File: src/pqct_pkg.sv
package pqct_pkg;

    localparam int MAX_PIXELS   = 16;
    localparam int WEIGHT_DEPTH = MAX_PIXELS * (MAX_PIXELS + 1) / 2;
    localparam int PIX_IDX_W    = (MAX_PIXELS > 1) ? $clog2(MAX_PIXELS) : 1;
    localparam int POS_W        = $clog2(MAX_PIXELS + 1);
    localparam int WIDX_W       = $clog2(WEIGHT_DEPTH);

    localparam int CFG_W    = 5;
    localparam int PIX_W    = 16;
    localparam int WGT_W    = 24;
    localparam int WIN_W    = 8;
    localparam int SUM_W    = 48;
    localparam int PP_W     = 2 * PIX_W;
    localparam int PROD_W   = WGT_W + PP_W + 1;
    localparam int TERM_SHIFT = 24;
    localparam int TERM_W   = PROD_W - TERM_SHIFT;

    localparam logic CMD_LOAD  = 1'b0;
    localparam logic CMD_PIXEL = 1'b1;

    typedef enum logic [1:0] {
        ST_IDLE,
        ST_ISSUE,
        ST_DRAIN,
        ST_EMIT
    } state_t;

    typedef struct packed {
        logic valid;   // a term operand pair enters the multiplier
        logic clear;   // zero the accumulator
    } mac_ctrl_t;

    // Clamp the configured count into 1..MAX_PIXELS.
    function automatic logic [POS_W-1:0] eff_count(input logic [CFG_W-1:0] c);
        logic [31:0] cw;
        cw = 32'(c);
        if (cw == 32'd0) begin
            return POS_W'(1);
        end else if (cw > 32'(MAX_PIXELS)) begin
            return POS_W'(MAX_PIXELS);
        end
        return POS_W'(cw);
    endfunction

endpackage

File: src/pqct_mac.sv
module pqct_mac (
    input  logic                               aclk,
    input  logic                               aresetn,
    input  pqct_pkg::mac_ctrl_t                ctrl,
    input  logic [pqct_pkg::PIX_W-1:0]         pj,
    input  logic [pqct_pkg::PIX_W-1:0]         pk,
    input  logic signed [pqct_pkg::WGT_W-1:0]  w,
    output logic                               busy,
    output logic signed [pqct_pkg::SUM_W-1:0]  sum
);
    import pqct_pkg::*;

    logic                     va_reg;
    logic                     vb_reg;
    logic [PP_W-1:0]          pp_reg;
    logic signed [WGT_W-1:0]  wa_reg;
    logic signed [PROD_W-1:0] prod_reg;
    logic signed [SUM_W-1:0]  sum_reg;

    logic signed [TERM_W-1:0] term;
    logic signed [SUM_W:0]    sum_wide;
    logic signed [SUM_W-1:0]  sum_sat;

    // floor shift: keep the upper bits of the product
    assign term     = prod_reg[PROD_W-1:TERM_SHIFT];
    assign sum_wide = {sum_reg[SUM_W-1], sum_reg} + {{(SUM_W+1-TERM_W){term[TERM_W-1]}}, term};

    always_comb begin
        case (sum_wide[SUM_W:SUM_W-1])
            2'b01:   sum_sat = {1'b0, {(SUM_W-1){1'b1}}};
            2'b10:   sum_sat = {1'b1, {(SUM_W-1){1'b0}}};
            default: sum_sat = sum_wide[SUM_W-1:0];
        endcase
    end

    always_ff @(posedge aclk) begin
        pp_reg   <= PP_W'(pj) * PP_W'(pk);
        wa_reg   <= w;
        prod_reg <= PROD_W'(wa_reg) * $signed({1'b0, pp_reg});
        if (!aresetn) begin
            va_reg  <= 1'b0;
            vb_reg  <= 1'b0;
            sum_reg <= '0;
        end else begin
            va_reg <= ctrl.valid;
            vb_reg <= va_reg;
            if (ctrl.clear) begin
                sum_reg <= '0;
            end else if (vb_reg) begin
                sum_reg <= sum_sat;
            end
        end
    end

    assign busy = va_reg | vb_reg;
    assign sum  = sum_reg;

endmodule

File: config.mk
export PLATFORM = sky130hd
export DESIGN_NAME = pqct_mac
export DESIGN_NICKNAME = d
export VERILOG_FILES = /design/src/pqct_pkg.sv /design/src/pqct_mac.sv
export SDC_FILE = /design/constraint.sdc
export NUM_CORES = 2
export LEC_CHECK = 0
export BUFFER_PORTS_ARGS = -buffer_cell sky130_fd_sc_hd__buf_2
export CAP_MARGIN = 20
export CORE_ASPECT_RATIO = 0.75
export CORE_MARGIN = 5
export CORE_UTILIZATION = 30
export CTS_CLUSTER_SIZE = 25
export DETAILED_ROUTE_END_ITERATION = 12
export HOLD_SLACK_MARGIN = 0.05
export SETUP_SLACK_MARGIN = 0.05
export SLEW_MARGIN = 20
export SYNTH_ARGS = -nofsm -noshare
export SYNTH_HDL_FRONTEND = slang
export SYNTH_SLANG_ARGS = --single-unit
File: constraint.sdc
create_clock -name aclk -period 8.85 [get_ports aclk]
set_input_delay 1.3275 -clock aclk [delete_from_list [all_inputs] [get_ports aclk]]
set_output_delay 1.3275 -clock aclk [all_outputs]
set_load 0.01 [all_outputs]
==> results.sh <==
export IMPL_status="completed"
export IMPL_die_area_um2=137300
export IMPL_required_ns=9.22
export IMPL_grt_pass1_vias=30110
export IMPL_ys_seq_elements=139
export IMPL_cts_tree="built"
export IMPL_slowest_delay_ns=0.93
export IMPL_synth_cells=4379
export IMPL_r2r_start="wa_reg[13]"
export IMPL_fin_cells=6115
export IMPL_ios=109
export IMPL_slew_headroom=0.2398
export IMPL_rsz0062_at_grt="false"
export IMPL_drt_iter0_markers=1957
export IMPL_largest_reg_flops=48
export IMPL_drive_gt1_frac=0.05444
export IMPL_htree_levels=4
export IMPL_numCtsBuffers=17
export IMPL_period_minus_slack_ns=8.213
export IMPL_skew_ns=0.03056
export IMPL_dr_pass1_iters=5
export IMPL_finalHoldViolations=0
export IMPL_antenna_found_initial=5
export IMPL_path_class="reg2reg"
export IMPL_crit_fanout=18
export IMPL_setup_violations=0
export IMPL_synth_edf_count=0
export IMPL_core_um2=128900
export IMPL_clk_path_buf_depth=2
export IMPL_synth_top_family_by_area="adder cells"
export IMPL_postRouteAntennaNets=0
export IMPL_grt_max_degree=55
export IMPL_critPathLaunch="wa_reg[13]"
export IMPL_die_w_um=426.2
export IMPL_async_flop_share=0
export IMPL_dp_cells=6080
export IMPL_cp_depth=26
export IMPL_worstHoldPathType="reg2reg"
export IMPL_avgSynthCellArea_um2=8.900
export IMPL_synthSimpleGateAreaFrac=0.1676
export IMPL_max_freq_mhz=121.8
export IMPL_synth_warnings=0
export IMPL_tns_ns=0
export IMPL_start_kind="flip-flop"
export IMPL_rows=114
export IMPL_cp_common_cell="fa_1"
export IMPL_muxShareOfSynthArea=0.0007705
export IMPL_cp_endpoint="prod_reg[49]"
export IMPL_gp_congestion=0.8620
export IMPL_regToRegEndpoint="prod_reg[49]"
export IMPL_drv_cap=0
export IMPL_r2r_setup_slack_ns=0.64
export IMPL_cts_sinks=139
export IMPL_drv_slew=0
export IMPL_area_growth_syn_to_layout_pct=7.673
export IMPL_vias_per_cell=4.727
export IMPL_synth_fp_nets=5659
export IMPL_fin_hold_ws_ns=0.4543
export IMPL_cp_top_family="adder cells"
export IMPL_grt_overflow_total=0
export IMPL_nets=5639
export IMPL_reg2reg_depth=26
export IMPL_start_util=0.3023
export IMPL_end_kind="flip-flop"
export IMPL_crit_slowest_cell="dfxtp_1"
export IMPL_clkTransAtPathRegs_ns=0.08
export IMPL_synthXorXnorAreaFrac=0.02292
export IMPL_drc_errors=0
export IMPL_final_util=0.3254
export IMPL_die_height_um=322.1
export IMPL_period_share=0.9280
export IMPL_vias=28910
export IMPL_fillCellCount=13540
export IMPL_synth_flop_cell="dfxtp_1"
export IMPL_layout_common_cells="937 x inv_1, 852 x fa_1, 625 x nand2_1"
export IMPL_critPathBufInv=7
export IMPL_final_common_cell="inv_1"
export IMPL_worst_pin_slew_ns=1.139
export IMPL_yosysSeqAreaShare=0.07140
export IMPL_grt_pass1_wl_mm=174.1
export IMPL_post_drt_wl_per_cell_um=17.69
export IMPL_clock_latency_ns=0.50
export IMPL_synth_area_um2=38970
export IMPL_clock_root_buffer="clkbuf_16"
export IMPL_ys_types=74
export IMPL_synth_compound_area_frac=0.07098
export IMPL_hold_start="va_reg"
export IMPL_finalWirelength_mm=108.2
export IMPL_synthAdderAreaFrac=0.5558
export IMPL_arrival_ns=8.58
export IMPL_port_buffers=108
export IMPL_post_cts_setup_buffers=0
export IMPL_dpl_hpwl_mm=88.39
export IMPL_grt_usage=0.1607
metrics by stage:
step / instance area, um^2 / setup WS [ns]
6_report: 41960 / 0.6374
5_1_grt: 41960 / 0.3725
4_1_cts: 41950 / 0.2179
3_5_place_dp: 41370 / 0.2686
3_3_place_gp: 41370 / 0.3530
2_1_floorplan: 38970 / 1.815
cells in the mapped netlist, types with 3 or more instances:
library cell / instances / area share
nand2b_1: 23 / 0.0037
nor2_1: 95 / 0.0091
nand3_1: 24 / 0.0031
nand4_1: 25 / 0.0040
nor2b_1: 37 / 0.0059
o221a_2: 4 / 0.0012
o2111ai_1: 3 / 0.00067
dfxtp_1: 139 / 0.071
a21oi_1: 148 / 0.019
and3_1: 15 / 0.0024
o31ai_1: 4 / 0.00077
nor4_1: 3 / 0.00048
a211oi_1: 13 / 0.0025
o21ai_0: 100 / 0.013
xor2_1: 34 / 0.0076
and4_1: 3 / 0.00067
a21o_1: 56 / 0.011
nor3_1: 11 / 0.0014
inv_1: 937 / 0.090
or2_2: 6 / 0.00096
a41oi_1: 3 / 0.00067
o211ai_1: 6 / 0.0012
or3_1: 3 / 0.00048
clkbuf_1: 203 / 0.020
xnor2_1: 68 / 0.015
o21bai_1: 17 / 0.0033
buf_1: 3 / 0.00029
o21a_1: 15 / 0.0029
o21ai_1: 7 / 0.00090
a31o_2: 5 / 0.0011
nand2_1: 625 / 0.060
and2_1: 449 / 0.072
fa_1: 852 / 0.44
a31oi_1: 18 / 0.0029
ha_1: 368 / 0.12
nor3b_1: 3 / 0.00058
a21boi_0: 7 / 0.0013
mux2i_1: 3 / 0.00077
cell families after synthesis:
group / after synthesis
flops: 139
fa+ha+maj: 1220
simple gates: 1331
xor+xnor: 102
compound gates: 438
mux: 3
buf+inv: 1146
timing repair:
action | CTS | global route
endpoints found under the setup margin | 0 | 1
gates resized for setup | 0 | 1
hold buffers | 0 | 0
worst min path at each step:
stage	depth (start not counted)	end
after floorplan	1	vb_reg
after global placement	1	vb_reg
after detailed placement	1	vb_reg
after CTS	1	vb_reg
after global routing	1	vb_reg
final	1	vb_reg
worst reg2reg max path, cell delays in order, from the launching register on:
cell and delay [ns]:
dfxtp_1 0.93, buf_4 0.27, buf_4 0.18, nand2_1 0.09, fa_1 0.51, inv_1 0.05, fa_1 0.48, inv_1 0.05
fa_1 0.50, inv_1 0.05, fa_1 0.59, fa_1 0.46, fa_1 0.50, inv_1 0.05, fa_1 0.48, inv_1 0.04
ha_1 0.34, a21o_1 0.20, a21o_1 0.16, a21oi_1 0.33, nand3_1 0.25, nor3_2 0.53, nor3b_2 0.21, nor2_2 0.24
o31ai_2 0.13, nor2b_1 0.14, o311a_1 0.32
cell type report:
cell class	instances	area, um^2	area share
Clock inverter	15	151.4	0.003608
Clock buffer	17	425.4	0.01014
Tap cell	1740	2177	0.05188
Antenna cell	3	7.507	0.0001789
Timing Repair Buffer	170	1006	0.02397
Multi-Input combinational cell	3094	31890	0.7600
Inverter	937	3517	0.08381
Sequential cell	139	2786	0.06640
routing by layer:
| metal | wire, um | GRT usage | part of all wire |
|---|---|---|---|
| met1 | 52720 | 0.2471 | 0.49 |
| met2 | 43880 | 0.2253 | 0.41 |
| met3 | 10230 | 0.04518 | 0.095 |
| met4 | 1346 | 0.02835 | 0.012 |
| met5 | 0 | 0 | 0 |
Power is left out: the tool's default activity adds up to more than one toggle a clock period on the data nets, which glitch-free logic cannot reach.
